--- config.mk ---
export PLATFORM = sky130hd
export DESIGN_NAME = lru_page_replacement_flat
export DESIGN_NICKNAME = d
export VERILOG_FILES = /design/src/rtl/lrupr_pkg.sv /design/src/rtl/lrupr_in_if.sv /design/src/rtl/lrupr_out_if.sv /design/src/rtl/lrupr_cfg_if.sv /design/src/rtl/lrupr_cell.sv /design/src/rtl/lru_page_replacement.sv /design/src/flat_wrapper.sv
export SDC_FILE = /design/constraint.sdc
export NUM_CORES = 1
export LEC_CHECK = 0
export BUFFER_PORTS_ARGS = -buffer_cell sky130_fd_sc_hd__buf_2
export CAP_MARGIN = 15
export CORE_ASPECT_RATIO = 0.75
export CORE_MARGIN = 8
export CORE_UTILIZATION = 45
export DETAILED_ROUTE_END_ITERATION = 8
export PLACE_DENSITY_LB_ADDON = 0.2
export REMOVE_ABC_BUFFERS = 1
export SYNTH_ARGS = -nofsm -noshare
export SYNTH_HDL_FRONTEND = slang
export SYNTH_SLANG_ARGS = --single-unit
--- constraint.sdc ---
create_clock -name clk -period 4.32 [get_ports clk]
set_input_delay 0.648 -clock clk [delete_from_list [all_inputs] [get_ports clk]]
set_output_delay 0.648 -clock clk [all_outputs]
set_load 0.02 [all_outputs]
--- src/rtl/lrupr_pkg.sv ---
// ----------------------------------------------------------------------------
// lrupr_pkg
// Shared types and constants of the LRU page replacement unit: frame count,
// page width, the search beat that walks the cell chain and the update beat.
// ----------------------------------------------------------------------------
package lrupr_pkg;

	localparam int FRAMES    = 8;
	localparam int PAGE_BITS = 8;

	// fixed field widths of the channels
	localparam int PAGE_W = 8;
	localparam int SLOT_W = 3;
	localparam int CFG_W  = 4;

	localparam int IDX_W  = (FRAMES > 1) ? $clog2(FRAMES) : 1;
	localparam int CNT_W  = $clog2(FRAMES + 1);

	typedef logic [IDX_W-1:0]     idx_t;
	typedef logic [IDX_W-1:0]     age_t;
	typedef logic [PAGE_BITS-1:0] page_t;
	typedef logic [CNT_W-1:0]     cnt_t;

	localparam age_t AGE_MAX = IDX_W'(FRAMES - 1);

	// search beat handed from cell to cell
	typedef struct packed {
		logic  vld;
		page_t page;
		logic  hit;
		idx_t  hit_idx;
		age_t  hit_age;
		logic  emp_found;
		idx_t  emp_idx;
		logic  old_set;
		idx_t  old_idx;
		age_t  old_age;
		page_t old_page;
	} srch_t;

	// update beat broadcast to every cell
	typedef struct packed {
		logic  vld;
		idx_t  slot;
		logic  all;
		age_t  limit;
		logic  wr;
		page_t page;
	} upd_t;

endpackage

--- src/rtl/lrupr_in_if.sv ---
// ----------------------------------------------------------------------------
// lrupr_in_if
// Page reference channel: valid, ready and the referenced page.
// ----------------------------------------------------------------------------
interface lrupr_in_if;
	import lrupr_pkg::*;

	logic              valid;
	logic              ready;
	logic [PAGE_W-1:0] page;

	modport source (output valid, output page, input ready);
	modport sink   (input valid, input page, output ready);
endinterface

--- src/rtl/lrupr_out_if.sv ---
// ----------------------------------------------------------------------------
// lrupr_out_if
// Result channel: hit flag, frame slot and the evicted page if any.
// ----------------------------------------------------------------------------
interface lrupr_out_if;
	import lrupr_pkg::*;

	logic              valid;
	logic              ready;
	logic              hit;
	logic [SLOT_W-1:0] slot;
	logic              evicted_valid;
	logic [PAGE_W-1:0] evicted_page;

	modport source (output valid, output hit, output slot, output evicted_valid,
		output evicted_page, input ready);
	modport sink   (input valid, input hit, input slot, input evicted_valid,
		input evicted_page, output ready);
endinterface

--- src/rtl/lrupr_cfg_if.sv ---
// ----------------------------------------------------------------------------
// lrupr_cfg_if
// Configuration write channel carrying the frames_used value.
// ----------------------------------------------------------------------------
interface lrupr_cfg_if;
	import lrupr_pkg::*;

	logic             valid;
	logic             ready;
	logic [CFG_W-1:0] data;

	modport source (output valid, output data, input ready);
	modport sink   (input valid, input data, output ready);
endinterface

--- src/rtl/lrupr_cell.sv ---
// ----------------------------------------------------------------------------
// lrupr_cell
// One page frame: page tag, valid bit and recency age. Folds its frame into
// the passing search beat and applies the broadcast age update.
// ----------------------------------------------------------------------------
module lrupr_cell
	import lrupr_pkg::*;
(
	input  logic  clk,
	input  logic  arst_n,
	input  idx_t  idx,
	input  logic  act,
	input  srch_t srch_i,
	output srch_t srch_o,
	input  upd_t  upd
);

	page_t page_q;
	logic  valid_q;
	age_t  age_q;
	srch_t srch_q;
	srch_t srch_nxt;

	// fold this frame into the search beat
	always_comb begin
		srch_nxt = srch_i;
		if (act) begin
			if (valid_q && page_q == srch_i.page && !srch_i.hit) begin
				srch_nxt.hit     = 1'b1;
				srch_nxt.hit_idx = idx;
				srch_nxt.hit_age = age_q;
			end
			if (!valid_q && !srch_i.emp_found) begin
				srch_nxt.emp_found = 1'b1;
				srch_nxt.emp_idx   = idx;
			end
			if (!srch_i.old_set || age_q > srch_i.old_age) begin
				srch_nxt.old_set  = 1'b1;
				srch_nxt.old_idx  = idx;
				srch_nxt.old_age  = age_q;
				srch_nxt.old_page = page_q;
			end
		end
	end

	// hand the beat to the next cell
	always_ff @(posedge clk or negedge arst_n) begin
		if (!arst_n) begin
			srch_q <= '0;
		end else begin
			srch_q <= srch_nxt;
		end
	end

	assign srch_o = srch_q;

	// valid bit and age
	always_ff @(posedge clk or negedge arst_n) begin
		if (!arst_n) begin
			valid_q <= 1'b0;
			age_q   <= '0;
		end else if (upd.vld) begin
			if (idx == upd.slot) begin
				age_q <= '0;
				if (upd.wr) begin
					valid_q <= 1'b1;
				end
			end else if (act && valid_q && (upd.all || age_q < upd.limit) &&
				age_q < AGE_MAX) begin
				age_q <= age_q + age_t'(1);
			end
		end
	end

	// page tag, written on fill or replace
	always_ff @(posedge clk) begin
		if (upd.vld && idx == upd.slot && upd.wr) begin
			page_q <= upd.page;
		end
	end

endmodule

--- src/rtl/lru_page_replacement.sv ---
// ----------------------------------------------------------------------------
// lru_page_replacement
// LRU page replacement unit built as a chain of frame cells.
// ----------------------------------------------------------------------------
// Usage:
//   ref_in  : one page reference per beat (valid/ready).
//   res_out : one result per reference: hit, slot, evicted_valid and
//             evicted_page (zero when nothing was evicted).
//   cfg     : frames_used write; 0 acts as 1, values above FRAMES act as
//             FRAMES. Write only while no reference is outstanding.
// Timing: an accepted reference walks the FRAMES cells one cell per cycle,
//   is held in the pending register for the decision, and its commit,
//   once the result register is free, updates the ages and loads the
//   result register. A new reference is taken only after the previous
//   one has committed, so at most one walks the cell chain.
// Stall: while res_out is stalled a following reference still walks the
//   chain; its commit waits until the result register is free.
// Reset: all frames become empty with age zero, frames_used becomes 8;
//   references are accepted in the first cycle after reset.
// ----------------------------------------------------------------------------
module lru_page_replacement
	import lrupr_pkg::*;
(
	input  logic   clk,
	input  logic   arst_n,
	lrupr_in_if.sink     ref_in,
	lrupr_out_if.source  res_out,
	lrupr_cfg_if.sink    cfg
);

	typedef enum logic [1:0] {
		S_IDLE,
		S_WALK,
		S_COMMIT
	} state_t;

	state_t            state_q;
	logic [CFG_W-1:0]  frames_used_q;
	cnt_t              act_n;
	logic [FRAMES-1:0] act;
	logic [FRAMES-1:0] chain_vld;
	srch_t             chain [FRAMES+1];
	srch_t             pend_q;
	upd_t              upd;
	logic              in_acc;
	logic              out_free;
	logic              commit;

	logic              out_vld_q;
	logic              out_hit_q;
	logic [SLOT_W-1:0] out_slot_q;
	logic              out_ev_q;
	logic [PAGE_W-1:0] out_evp_q;

	// configuration register
	assign cfg.ready = 1'b1;

	always_ff @(posedge clk or negedge arst_n) begin
		if (!arst_n) begin
			frames_used_q <= CFG_W'(8);
		end else if (cfg.valid) begin
			frames_used_q <= cfg.data;
		end
	end

	// clamp active frame count and derive per-cell enables
	always_comb begin
		if (frames_used_q == '0) begin
			act_n = cnt_t'(1);
		end else if ({1'b0, frames_used_q} > (CFG_W+1)'(FRAMES)) begin
			act_n = cnt_t'(FRAMES);
		end else begin
			act_n = cnt_t'(frames_used_q);
		end
	end

	for (genvar k = 0; k < FRAMES; k++) begin : g_act
		assign act[k] = cnt_t'(k) < act_n;
	end

	// inject a fresh search beat at the head of the chain
	assign ref_in.ready = (state_q == S_IDLE);
	assign in_acc       = ref_in.valid && ref_in.ready;

	always_comb begin
		chain[0]      = '0;
		chain[0].vld  = in_acc;
		chain[0].page = ref_in.page[PAGE_BITS-1:0];
	end

	// row of frame cells
	for (genvar k = 0; k < FRAMES; k++) begin : g_cell
		lrupr_cell u_cell (
			.clk    (clk),
			.arst_n (arst_n),
			.idx    (idx_t'(k)),
			.act    (act[k]),
			.srch_i (chain[k]),
			.srch_o (chain[k+1]),
			.upd    (upd)
		);
		assign chain_vld[k] = chain[k+1].vld;
	end

	// decision from the finished search beat
	assign out_free = !out_vld_q || res_out.ready;
	assign commit   = (state_q == S_COMMIT) && out_free;

	always_comb begin
		upd      = '0;
		upd.vld  = commit;
		upd.page = pend_q.page;
		priority if (pend_q.hit) begin
			upd.slot  = pend_q.hit_idx;
			upd.limit = pend_q.hit_age;
		end else if (pend_q.emp_found) begin
			upd.slot = pend_q.emp_idx;
			upd.all  = 1'b1;
			upd.wr   = 1'b1;
		end else begin
			upd.slot  = pend_q.old_idx;
			upd.limit = pend_q.old_age;
			upd.wr    = 1'b1;
		end
	end

	// sequencer, result register and pending beat
	always_ff @(posedge clk or negedge arst_n) begin
		if (!arst_n) begin
			state_q    <= S_IDLE;
			out_vld_q  <= 1'b0;
			out_hit_q  <= 1'b0;
			out_slot_q <= '0;
			out_ev_q   <= 1'b0;
			out_evp_q  <= '0;
			pend_q     <= '0;
		end else begin
			if (out_vld_q && res_out.ready && !commit) begin
				out_vld_q <= 1'b0;
			end
			unique case (state_q)
				S_IDLE: begin
					if (in_acc) begin
						state_q <= S_WALK;
					end
				end
				S_WALK: begin
					if (chain[FRAMES].vld) begin
						pend_q  <= chain[FRAMES];
						state_q <= S_COMMIT;
					end
				end
				S_COMMIT: begin
					if (out_free) begin
						out_vld_q  <= 1'b1;
						out_hit_q  <= pend_q.hit;
						out_slot_q <= SLOT_W'(upd.slot);
						out_ev_q   <= !pend_q.hit && !pend_q.emp_found;
						out_evp_q  <= (!pend_q.hit && !pend_q.emp_found) ?
							PAGE_W'(pend_q.old_page) : '0;
						state_q    <= S_IDLE;
					end
				end
				default: begin
					state_q <= S_IDLE;
				end
			endcase
		end
	end

	assign res_out.valid         = out_vld_q;
	assign res_out.hit           = out_hit_q;
	assign res_out.slot          = out_slot_q;
	assign res_out.evicted_valid = out_ev_q;
	assign res_out.evicted_page  = out_evp_q;

	// at most one search beat in the chain
	a_one_beat: assert property (@(posedge clk) disable iff (!arst_n)
		$countones(chain_vld) <= 1)
		else $error("more than one search beat in the cell chain");

	// no new reference while a beat walks or waits
	a_no_accept_busy: assert property (@(posedge clk) disable iff (!arst_n)
		(chain_vld != '0 || state_q == S_COMMIT) |-> !ref_in.ready)
		else $error("reference accepted while unit busy");

	// a commit always presents a result next cycle
	a_commit_out: assert property (@(posedge clk) disable iff (!arst_n)
		commit |=> (res_out.valid && state_q == S_IDLE))
		else $error("commit did not load the result register");

	// hit and eviction exclude each other, no eviction means zero page
	a_ev_clean: assert property (@(posedge clk) disable iff (!arst_n)
		res_out.valid |-> (!(res_out.hit && res_out.evicted_valid) &&
		(res_out.evicted_valid || res_out.evicted_page == '0)))
		else $error("inconsistent eviction fields");

endmodule
--- src/flat_wrapper.sv ---
// flat-port wrapper written by rule: the top's interface ports become plain ports
module lru_page_replacement_flat import lrupr_pkg::*;
  (clk, arst_n, ref_in_valid, ref_in_page, ref_in_ready, res_out_valid, res_out_hit, res_out_slot, res_out_evicted_valid, res_out_evicted_page, res_out_ready, cfg_valid, cfg_data, cfg_ready);
  lrupr_in_if ref_in_i ();
  lrupr_out_if res_out_i ();
  lrupr_cfg_if cfg_i ();
  input  logic clk;
  input  logic arst_n;
  input wire logic [$bits(ref_in_i.valid)-1:0] ref_in_valid;
  input wire logic [$bits(ref_in_i.page)-1:0] ref_in_page;
  output wire logic [$bits(ref_in_i.ready)-1:0] ref_in_ready;
  output wire logic [$bits(res_out_i.valid)-1:0] res_out_valid;
  output wire logic [$bits(res_out_i.hit)-1:0] res_out_hit;
  output wire logic [$bits(res_out_i.slot)-1:0] res_out_slot;
  output wire logic [$bits(res_out_i.evicted_valid)-1:0] res_out_evicted_valid;
  output wire logic [$bits(res_out_i.evicted_page)-1:0] res_out_evicted_page;
  input wire logic [$bits(res_out_i.ready)-1:0] res_out_ready;
  input wire logic [$bits(cfg_i.valid)-1:0] cfg_valid;
  input wire logic [$bits(cfg_i.data)-1:0] cfg_data;
  output wire logic [$bits(cfg_i.ready)-1:0] cfg_ready;
  assign ref_in_i.valid = ref_in_valid;
  assign ref_in_i.page = ref_in_page;
  assign ref_in_ready = ref_in_i.ready;
  assign res_out_valid = res_out_i.valid;
  assign res_out_hit = res_out_i.hit;
  assign res_out_slot = res_out_i.slot;
  assign res_out_evicted_valid = res_out_i.evicted_valid;
  assign res_out_evicted_page = res_out_i.evicted_page;
  assign res_out_i.ready = res_out_ready;
  assign cfg_i.valid = cfg_valid;
  assign cfg_i.data = cfg_data;
  assign cfg_ready = cfg_i.ready;
  lru_page_replacement u_core (.clk(clk), .arst_n(arst_n), .ref_in(ref_in_i), .res_out(res_out_i), .cfg(cfg_i));
endmodule
# Yosys cells after proc, flatten, opt, wreduce, memory -nomap -nowiden
# Index checks and enable logic that the tools add are counted.
# op_classes
add_sub_neg,8
order_cmp,32
eq_ne,20
muxes,64
bitwise_logic,1
n_reduce_logical,145
# op_table
cell,count
$mux 26,8
$mux 15,7
$logic_and 1x1->1,67
$eq 8x8->1,8
$mux 3,20
$mux 7,8
$mux 4,10
$logic_not 1->1,32
$reduce_and 3->1,9
$add 3x1->3 const B,8
$lt 3x3->1,8
$lt 3x3->1 const B,8
$gt 3x3->1,7
$reduce_and 2->1,10
$logic_or 1x1->1,16
$lt 3x4->1 const A,4
$reduce_bool 2->1,8
$eq 3x3->1 const A,4
$lt 1x4->1 const A,2
$lt 2x4->1 const A,2
$mux 8,1
$eq 2x3->1 const A,2
$mux 1,6
$mux 2,3
11 further kinds,12
# word_totals
regBits,428
output_inout_bits,16

# Logic depth before layout (Yosys ltp)
# Gate-level depths: netlist (run 1).
# depth
word_depth,9
ltp_mapped,12

# Cells and area by module
# From an unflattened synthesis (run 1), not the netlist that was laid out.
# hier_totals
cells_unflattened,1690
area_unflattened_um2,19930.4
# modules_own_cells
mod,instances,cells_per_inst,area_per_inst_um2,seq_area_each_um2
lrupr_cell,8,191,2214.6,1216.2
lru_page_replacement,1,162,2213.4,1327.5

# Worst setup path before layout (run 1)
# OpenSTA, ideal clock, no wires.
# synth_path
kind,reg2reg
start,reg u_core.pend_q[25] (netlist bit)
end,reg u_core.g_cell[7].u_cell.age_q[2]
setup_ns,0.120
arrival_time_ns,2.728
required_ns,4.200
setup_slack_ns,1.472
stages_incl_launch_ff,13
path_buffers,4
synth_period_minus_slack_ns,2.848
cell_sequence,dfrtp_1 buf_6 buf_2 buf_6 nor2_1 clkbuf_1 a22oi_1 ha_1 a211o_1 a31oi_1 o311a_1 a32o_1 a31o_2
# synth_via
elab_chain_cells,7
elab_cells_between_ends,11
classes_between,order compare (1); eq/ne (1); mux (4); reduce/logical (5)
# synth_lines
element,line_no,text
from (decl),lru_page_replacement.sv:43,srch_t pend_q;
from (signal assigned),lru_page_replacement.sv:149,pend_q <= chain[FRAMES];
$mux 3,lru_page_replacement.sv:113,priority if (pend_q.hit) begin
$lt 3x3->1,lrupr_cell.sv:68,end else if (act && valid_q && (upd.all || age_q < upd.limit) &&
$logic_or 1x1->1,lrupr_cell.sv:68,
$logic_and 1x1->1 (2 in series),lrupr_cell.sv:68,
$reduce_bool 2->1 (no source line),n/a,
$reduce_and 2->1 (no source line),n/a,
to (signal assigned),lrupr_cell.sv:70,age_q <= age_q + age_t'(1);
to (decl),lrupr_cell.sv:20,age_t age_q;
# Parallel ways exist; a longest one is shown, timed or not.
# A chain may end at the register's enable or synchronous reset.

# Final worst setup path (run 1)
# layout_path
start,reg u_core.pend_q[18] (netlist bit)
end,reg u_core.g_cell[7].u_cell.age_q[2]
# layout_via
elab_chain_cells,8
elab_cells_between_ends,14
classes_between,order compare (1); eq/ne (1); mux (7); reduce/logical (5)
# layout_lines
element,line_no,text
$mux 3,lru_page_replacement.sv:116,end else if (pend_q.emp_found) begin
$mux 3,lru_page_replacement.sv:113,
$lt 3x3->1,lrupr_cell.sv:68,
$logic_or 1x1->1,lrupr_cell.sv:68,
$logic_and 1x1->1 (2 in series),lrupr_cell.sv:68,
$reduce_bool 2->1 (no source line),n/a,
$reduce_and 2->1 (no source line),n/a,
# Parallel ways exist; a longest one is shown, timed or not.

==> metrics.txt, run 1 <==
outcome completed; Netlist Area Pre-Place approximately 16000 sq um; Slowest cell on crit path nor2_1; Sw Pwr about 0.0028 W; Cell Chain, Critical Path nor2_1 -> a22oi_1 -> ha_1 -> a211o_1 -> a31oi_1 -> o311a_1 -> a32o_1 -> a31o_2; Rel. slew slack 0.219; register share of total power 0.491; Die H 178 um; CTS max path bufs 3; RSZ-0062 raised after global routing false; largest net degree at the start of global routing 112; Syn Inst Count about 1100; total wire length just over 30000 um; Final Instance Count excl. Fillers ~1600; Hold Path Class in2async; top cells by area, synth dfrtp_1 (54%), edfxtp_1 (12%), mux2_2 (9.8%), ha_1 (3.6%), xor2_1 (2.2%); Top FF cell, synth dfrtp_1; later-pin clock latency in the skew report 0.54 ns; Final TNS setup 0 ns; Post-CTS Setup Inserts 0; clock power share 0.339; max-capacitance violation count 0; Worst EP required 4.74 ns; count of flip-flops with a built-in enable after synthesis 64; final hold viol count 0; CP top delay family compound AO/OA/AOI/OAI gates; vias in the first global route approximately 8600; HPWL after DPL between 20000 and 25000 um; depth of the CTS H-tree 2; Area Overhead vs Synth 13.4%; Cell Pwr Density ~600 nW/um^2; io pins 33; worst-margin pin slew 1.17 ns; fraction of registers with async set or reset after synthesis 0.843; site row count between 50 and 60; starting density of the core 0.455; Comb power frac 0.170; CP max stage delay 0.60 ns; Fill cells around 2900; core area 34500 sq um; Critical Path End Type flip-flop; CTS tree done; top post-synthesis cells by count dfrtp_1 (342), mux2_2 (137), edfxtp_1 (64); GPL Wtd Cong 0.828; via/cell ratio between 5 and 6; total track usage 0.153; number of hold buffers added after cts 0; drt pass-1 iters 5; clock slew at reported path FFs around 0.060 ns; Horiz. Die Dim between 200 and 250 um; GRT overflow 0; Worst EP arrival ~3.7 ns; fin nets ~1200; register area share after synthesis 0.669; share of post-route cells with drive strength above 1 0.251; Tcrit/Tclk final 0.756; vias roughly 8200; DRC 0; final max-slew violation count 0; Starting DRT DRC Count 481; switch share 0.266; worst vdd ir 0.320 mV; CP max FO 11; internal power ~0.0077 W; final core occ 0.516; CP Launch Type flip-flop; WP buf/inv 0; first-pass GRT wire length 49500 um; Leak 7.88 nW; antenna violations before repair 0; DIE AREA 41200 sq um; most frequent cell after synthesis dfrtp_1; post-CTS resize count 0; Syn Area/Cell ~14 sq um; critical path type reg2reg; Clock Skew 0.0164 ns; Tmin final 3.26 ns; Synth cell types between 60 and 70; CTS Buf Count 40; CTS Root Cell clkbuf_16; yosys warns 0; Final Setup Violations 0; Fmax achieved slightly above 0.3 GHz; PortBufs 31; Yosys reg bits 407; largest area contributor in the netlist dfrtp_1; Placed Cells 1555; clk sinks a little over 400; Yosys top cell area share 0.545; post-DR wirelength/cell 18.8 um; post-route ant nets 0
worst paths after layout:
path	startpoint	endpoint	slack [ns]	depth (start not counted)
worst max register to register	u_core.pend_q[18]	u_core.g_cell[7].u_cell.age_q[2]	1.06	8
worst min-delay path	arst_n	u_core.g_cell[6].u_cell.srch_o[3]	0.14	1
max in group asynchronous	arst_n	u_core.g_cell[0].u_cell.srch_o[18]	3.13	2
worst min register to register	u_core.g_cell[4].u_cell.srch_o[34]	u_core.g_cell[5].u_cell.srch_o[34]	0.35	0
min in group clk	ref_in_page[0]	u_core.g_cell[0].u_cell.srch_o[26]	0.24	1
worst max-delay path	u_core.pend_q[18]	u_core.g_cell[7].u_cell.age_q[2]	1.06	8
per-stage QoR:
stage	worst slack (ns)	total power (W)	area [sq um]	hold slack (ns)
after floorplan	1.47	0.00623	15500	0.331
after global placement	1.13	0.00693	16400	0.332
after detailed placement	1.06	0.00696	16400	0.335
after CTS	1.05	0.0106	17800	0.160
after global routing	0.823	0.0110	17800	0.185
final	1.06	0.0104	17800	0.143
cells by family (layout without fill, tap and decap cells):
family | count (synthesis) | after routing | synth area share
xor gates and xnor gates | 66 | 66 | 0.0368
adders and majority gates | 45 | 45 | 0.0358
AOI/OAI and AO/OA | 117 | 117 | 0.0526
other | 1 | 4 | 0.000239
muxes | 142 | 142 | 0.101
DFF | 407 | 407 | 0.669
buffers and inverters | 66 | 152 | 0.0187
and+or+nand+nor | 243 | 243 | 0.0858
flip-flops by register name (all words and copies together), names as in the netlist:
signal and count:
u_core.g_cell.u_cell.valid_q 8, u_core.res_out.valid 1, u_core.g_cell.u_cell.page_q 64, u_core.state_q 2, u_core.res_out.slot 3, u_core.res_out.evicted_page 8, u_core.frames_used_q 4, u_core.pend_q 33
u_core.res_out.hit 1, u_core.res_out.evicted_valid 1, u_core.g_cell.u_cell.age_q 24, u_core.g_cell.u_cell.srch_o 258
worst reg2reg max path, stage by stage, from the launching register on:
cell and delay, ns:
dfrtp_1 0.49, nor2_1 0.60, a22oi_1 0.54, ha_1 0.49
a211o_1 0.13, a31oi_1 0.04, o311a_1 0.43, a32o_1 0.24
a31o_2 0.20
final cells by class:
cell class / instances / area, sq um / area share
antenna: 2 / 5.00 / 0.000281
clock buffer: 59 / 1170 / 0.0659
clock inverter: 15 / 190 / 0.0107
inverter: 28 / 105 / 0.00590
multi-input combinational: 615 / 4930 / 0.277
sequential: 407 / 10500 / 0.590
tap: 457 / 572 / 0.0321
timing repair buffer: 50 / 333 / 0.0187
routing by layer:
layer | global-route usage | part of all wire | wire (um) | up-vias
met5 | 0 | 0 | 0 | -
met4 | 0.0458 | 0.020 | 628 | 0
met3 | 0.0359 | 0.048 | 1470 | 46
met2 | 0.221 | 0.43 | 13100 | 149
met1 | 0.228 | 0.50 | 15500 | 4072
li1 | - | - | - | 3946
power groups by stage:
stage,Clock (W),Sequential (W),Combinational [W]
floorplan,0,0.00500,0.00123
global placement,0,0.00519,0.00174
detailed placement,0,0.00519,0.00177
CTS,0.00364,0.00513,0.00179
global route,0.00380,0.00521,0.00197
finish,0.00353,0.00512,0.00178
layout by cell type, fill, tap and decap left out, types with 7 or more instances in the layout:
cell / instances
nand2b_1: 21
nor3_1: 17
buf_4: 17
clkbuf_8: 8
nor2b_1: 27
ha_1: 45
inv_1: 28
nand2_1: 39
mux2_2: 137
nor2_1: 20
o21ai_0: 22
nor4_1: 12
buf_2: 30
a21oi_1: 19
xor2_1: 40
clkbuf_1: 10
dfrtp_1: 342
clkbuf_16: 41
o21bai_1: 8
nand3_1: 31
edfxtp_1: 64
xnor2_1: 26
nand4_1: 14
and2_1: 7
o21a_1: 12
or2_2: 31
No activity file was read; power rests on OpenSTA's default activity.
==> run 2, diff against run 1 <==
- clock period: 4.32 -> 2.6 ns (I/O delays scaled with it)
==> run 2 against run 1 <==
  * Combinational power grew 77%
  * Global-route usage increased by 0.43 points
  * Clock power up 63%
  * Sequential power increased by 66%
  * Highest routed layer unchanged
  * Count of clock-buffer cells in the layout grew 2
  * Non-clock buffer count rose by 49
  * Critical endpoint is now u_core.g_cell[7].u_cell.srch_o[2]
  * Largest power group unchanged
==> metrics.txt, run 2 (synthesis gave the netlist of run 1 again) <==
DRC 0; worst-margin pin slew around 0.73 ns; HPWL after DPL between 20000 and 25000 um; depth of the CTS H-tree 2; antenna violations before repair 1; DIE AREA 41200 sq um; Cell Pwr Density around 950 nW/um^2; Hold Path Class in2reg; Leak 8.13 nW; Hold Path Depth 2; Finished Cell Area 18300 sq um; Die H about 180 um; vias approximately 8500; outcome completed; GPL Wtd Cong 0.854; Fill cells between 2000 and 3000; starting density of the core 0.455; Area Overhead vs Synth 16.2%; critical path type reg2reg; CP Launch Type flip-flop; Tcrit/Tclk final 0.947; max-capacitance violation count 0; final hold viol count 0; Rel. slew slack 0.510; total wire length ~32000 um; Tmin final between 2 and 2.5 ns; clock slew at reported path FFs approximately 0.060 ns; vias in the first global route slightly below 9000; CTS Buf Count 40; drt pass-1 iters 5; total track usage 0.158; Clock Skew a little under 0.008 ns; CTS Root Cell clkbuf_16; Horiz. Die Dim 232 um; first-pass GRT wire length about 51000 um; Critical Path End Type flip-flop; site row count around 60; Final Setup Violations 0; worst vdd ir 0.546 mV; Worst EP required 3.02 ns; RSZ-0062 raised after global routing false; Worst R2R Path Depth 6; final max-slew violation count 0; Worst path depth 6; Fmax achieved ~0.41 GHz; max reg flops 258; CP max stage delay approximately 0.54 ns; FF-to-FF setup slack roughly 0.14 ns; Slowest cell on crit path a21o_1; WP buf/inv 0; Worst EP arrival approximately 2.9 ns; most common cell after layout, fill and taps aside dfrtp_1; Pwr Total 0.0174 W; CTS max path bufs 3; clk sinks roughly 410; via/cell ratio 5.07; CP max FO 12; Starting DRT DRC Count between 500 and 600; post-DR wirelength/cell 19.0 um; placed inst area ~17000 sq um; share of post-route cells with drive strength above 1 0.278; Cell Chain, Critical Path ha_1 -> nor2b_1 -> o21a_1 -> o21ai_0 -> a21o_1 -> mux2_2; CP top delay family compound AO/OA/AOI/OAI gates; largest net degree at the start of global routing 77; CTS tree done; fin nets 1253; io pins 33; commonest non-fill, non-tap cells in the layout dfrtp_1 (341), mux2_2 (137), edfxtp_1 (64); core area about 35000 sq um; GRT overflow 0; later-pin clock latency in the skew report between 0.5 and 0.6 ns; post-route ant nets 0; PortBufs 31
-- run 2: cell types whose count changed in the layout (fill, tap and decap cells not counted), sizes merged --
cell	delta
buf	+40
bufinv	-2
clkbuf	+2
clkinv	+3
clkinvlp	-2
diode	-1
dlygate4sd3	+9
inv	-3
-- run 2: path summary, 6_finish.rpt --
path	from	endpoint
min reg2reg	u_core.g_cell[4].u_cell.srch_o[34]	u_core.g_cell[5].u_cell.srch_o[34]
max reg2reg	u_core.g_cell[7].u_cell.age_q[1]	u_core.g_cell[7].u_cell.srch_o[2]
min	cfg_data[1]	u_core.frames_used_q[1]
max	u_core.g_cell[7].u_cell.age_q[1]	u_core.g_cell[7].u_cell.srch_o[2]
max in group asynchronous	arst_n	u_core.g_cell[0].u_cell.srch_o[31]
min in group asynchronous	arst_n	u_core.res_out.evicted_page[3]
-- run 2: power by group --
| group | total, W | switching, W | internal, W |
|---|---|---|---|
| combinational | 0.00315 | 0.00160 | 0.00155 |
| clock | 0.00576 | 0.00234 | 0.00342 |
| sequential | 0.00851 | 0.000761 | 0.00775 |
| total | 0.0174 | 0.00470 | 0.0127 |
-- run 2: cell type report --
class / count / area, sq um / area share
sequential: 407 / 10500 / 0.576
multi-input combinational: 615 / 4960 / 0.272
clock buffer: 61 / 1210 / 0.0664
timing repair buffer: 99 / 773 / 0.0424
tap: 457 / 572 / 0.0313
clock inverter: 11 / 119 / 0.00651
inverter: 28 / 105 / 0.00576
antenna: 1 / 2.50 / 0.000137
-- run 2: stage by stage --
| step | setup slack (ns) | TNS, ns | utilization | instances | hold slack [ns] |
|---|---|---|---|---|---|
| 2_1_floorplan | -0.253 | -2.42 | - | 1050 | 0.0944 |
| 3_3_place_gp | -0.205 | -1.30 | 0.484 | 1592 | 0.332 |
| 3_5_place_dp | -0.395 | -4.78 | 0.484 | 1592 | 0.336 |
| 4_1_cts | 0.0403 | 0 | 0.527 | 1676 | 0.0518 |
| 5_1_grt | 0.0109 | 0 | 0.528 | 1678 | 0.0636 |
| 6_report | 0.138 | 0 | 0.528 | 1679 | 0.0789 |
-- run 2: metal layers --
layer / vias up / share of wire / global-route usage
met3: 57 / 0.051 / 0.0327
met5: - / 0 / 0
met2: 185 / 0.42 / 0.225
met1: 4234 / 0.50 / 0.239
met4: 0 / 0.021 / 0.0474
li1: 4031 / - / -
-- run 2: what timing repair did --
item,in CTS,in global routing
pin swaps,3,1
hold buffers,9,0
resized for setup,2,6
hold endpoints to repair,57,0
gates cloned,0,0
endpoints found under the setup margin,23,25
setup buffers,3,2
==> run 3, diff against run 2 <==
- CORE_UTILIZATION: 45 -> 32
==> run 3 against run 2 <==
  * Die area is 37% higher
  * Register-to-register slack better by 0.04 ns
  * Critical path type unchanged
  * Combinational power is 1% higher
  * Largest power group unchanged
  * Power is 2.7% higher
  * Critical endpoint is now u_core.g_cell[7].u_cell.age_q[2]
==> metrics.txt, run 3 (synthesis gave the netlist of run 1 again) <==
outcome completed; largest net degree at the start of global routing 80; via/cell ratio approximately 4.5; worst vdd ir ~0.46 mV; final core occ 0.381; Rel. slew slack 0.498; vias in the first global route 9000; GRT overflow 0; Setup WS pre-CTS ~0.18 ns; Worst Setup Slack, final between 0.15 and 0.2 ns; internal power around 0.013 W; Leak roughly 8.1 nW; Tmin final about 2.4 ns; Reg2Reg Launch Point u_core.pend_q[25]; Hold Path Depth 2; WP buf/inv 1; CTS Root Cell clkbuf_16; CP max FO 8; placed inst area approximately 17000 sq um; Worst EP required 3.04 ns; commonest non-fill, non-tap cells in the layout dfrtp_1 (342), mux2_2 (137), edfxtp_1 (64); Worst R2R Path Depth 9; Clock Skew about 0.012 ns; RSZ-0062 raised after global routing false; drt pass-1 iters 4; clk sinks 407; HPWL after DPL 24400 um; post-DR wirelength/cell roughly 18 um; CP Launch Type flip-flop; Fill cells roughly 4600; Critical Path End Type flip-flop; clock slew at reported path FFs approximately 0.06 ns; final hold viol count 0; io pins 33; post-route ant nets 0; site row count 70; Worst EP arrival about 2.9 ns; fin nets 1252; max reg flops about 260; Post-CTS Setup Inserts 0; Sw Pwr a little under 0.005 W; Cell Pwr Density 965 nW/um^2; DRC 0; DIE AREA approximately 57000 sq um; starting density of the core 0.323; max-capacitance violation count 0; switch share 0.275; first-pass GRT wire length ~54000 um; Slowest cell on crit path dfrtp_1; CP top delay family compound AO/OA/AOI/OAI gates; register share of total power 0.477; Final Setup Violations 0; later-pin clock latency in the skew report approximately 0.55 ns; CTS Buf Count between 40 and 50; Hold EP u_core.g_cell[0].u_cell.srch_o[34]; FF-to-FF setup slack between 0.15 and 0.2 ns; clock power share 0.345; antenna violations before repair 0; Horiz. Die Dim around 270 um; Worst path depth 9; Die H a little over 200 um; final max-slew violation count 0; Fmax achieved about 0.41 GHz; Area Overhead vs Synth 18.0%; critical path type reg2reg; share of post-route cells with drive strength above 1 0.276; Final Instance Count excl. Fillers around 1900; GPL Wtd Cong 0.816; CTS max path bufs 3; startpoint of the worst hold path ref_in_valid; core area 48600 sq um; PortBufs 31; CTS tree done; vias 8492; total wire length between 30000 and 40000 um; Finished Cell Area around 19000 sq um; Comb power frac 0.178; Cell Chain, Critical Path nor2_1 -> a22oi_1 -> buf_4 -> ha_1 -> a211o_1 -> a31oi_1 -> o311a_1 -> a32o_1 -> a31o_2; FF-to-FF End u_core.g_cell[7].u_cell.age_q[2]; Tcrit/Tclk final 0.931; total track usage 0.121; Placed Cells between 1500 and 2000; CP max stage delay roughly 0.46 ns; Hold Path Class in2reg; Starting DRT DRC Count 539; depth of the CTS H-tree 2; most common cell after layout, fill and taps aside dfrtp_1; worst-margin pin slew approximately 0.75 ns
[run 3: how the worst max path moves through the flow]
stage,startpoint,endpoint
after floorplan,u_core.pend_q[25],u_core.g_cell[2].u_cell.age_q[0]
after global placement,u_core.pend_q[25],u_core.g_cell[7].u_cell.age_q[2]
after detailed placement,u_core.pend_q[25],u_core.g_cell[7].u_cell.age_q[2]
after CTS,u_core.pend_q[25],u_core.g_cell[7].u_cell.age_q[2]
after global routing,u_core.pend_q[25],u_core.g_cell[2].u_cell.age_q[0]
final,u_core.pend_q[25],u_core.g_cell[7].u_cell.age_q[2]
[run 3: stage by stage]
stage          hold slack (ns)  setup TNS [ns]  total power (W)
2_1_floorplan           0.0944           -2.42           0.0104
3_3_place_gp             0.333               0           0.0118
3_5_place_dp             0.336               0           0.0119
4_1_cts                 0.0294               0           0.0181
5_1_grt                 0.0433               0           0.0189
6_report                0.0556               0           0.0179
[run 3: power groups by stage]
stage / Clock (W) / Combinational, W / Sequential [W]
finish: 0.00617 / 0.00319 / 0.00853
global route: 0.00664 / 0.00354 / 0.00869
CTS: 0.00637 / 0.00323 / 0.00854
detailed placement: 0 / 0.00320 / 0.00865
global placement: 0 / 0.00314 / 0.00864
floorplan: 0 / 0.00205 / 0.00831
[run 3: layer usage]
layer	track usage	up-vias	share of wire
met5	0	-	0
met4	0.0317	0	0.019
met3	0.0219	45	0.045
met2	0.175	157	0.42
met1	0.185	4246	0.52
li1	-	4044	-
[run 3: repair_timing]
item / 4_1_cts / 5_1_grt
gates resized for setup: 0 / 3
hold buffers: 9 / 0
hold endpoints to repair: 57 / 0
setup endpoints to repair: 0 / 4
[run 3: final cells by class]
type / instances / area (sq um) / area share
sequential: 407 / 10500 / 0.567
multi-input combinational: 615 / 4960 / 0.267
clock buffer: 57 / 1150 / 0.0619
tap: 648 / 811 / 0.0437
timing repair buffer: 96 / 726 / 0.0391
clock inverter: 21 / 283 / 0.0153
inverter: 28 / 105 / 0.00567
antenna: 2 / 5.00 / 0.000270
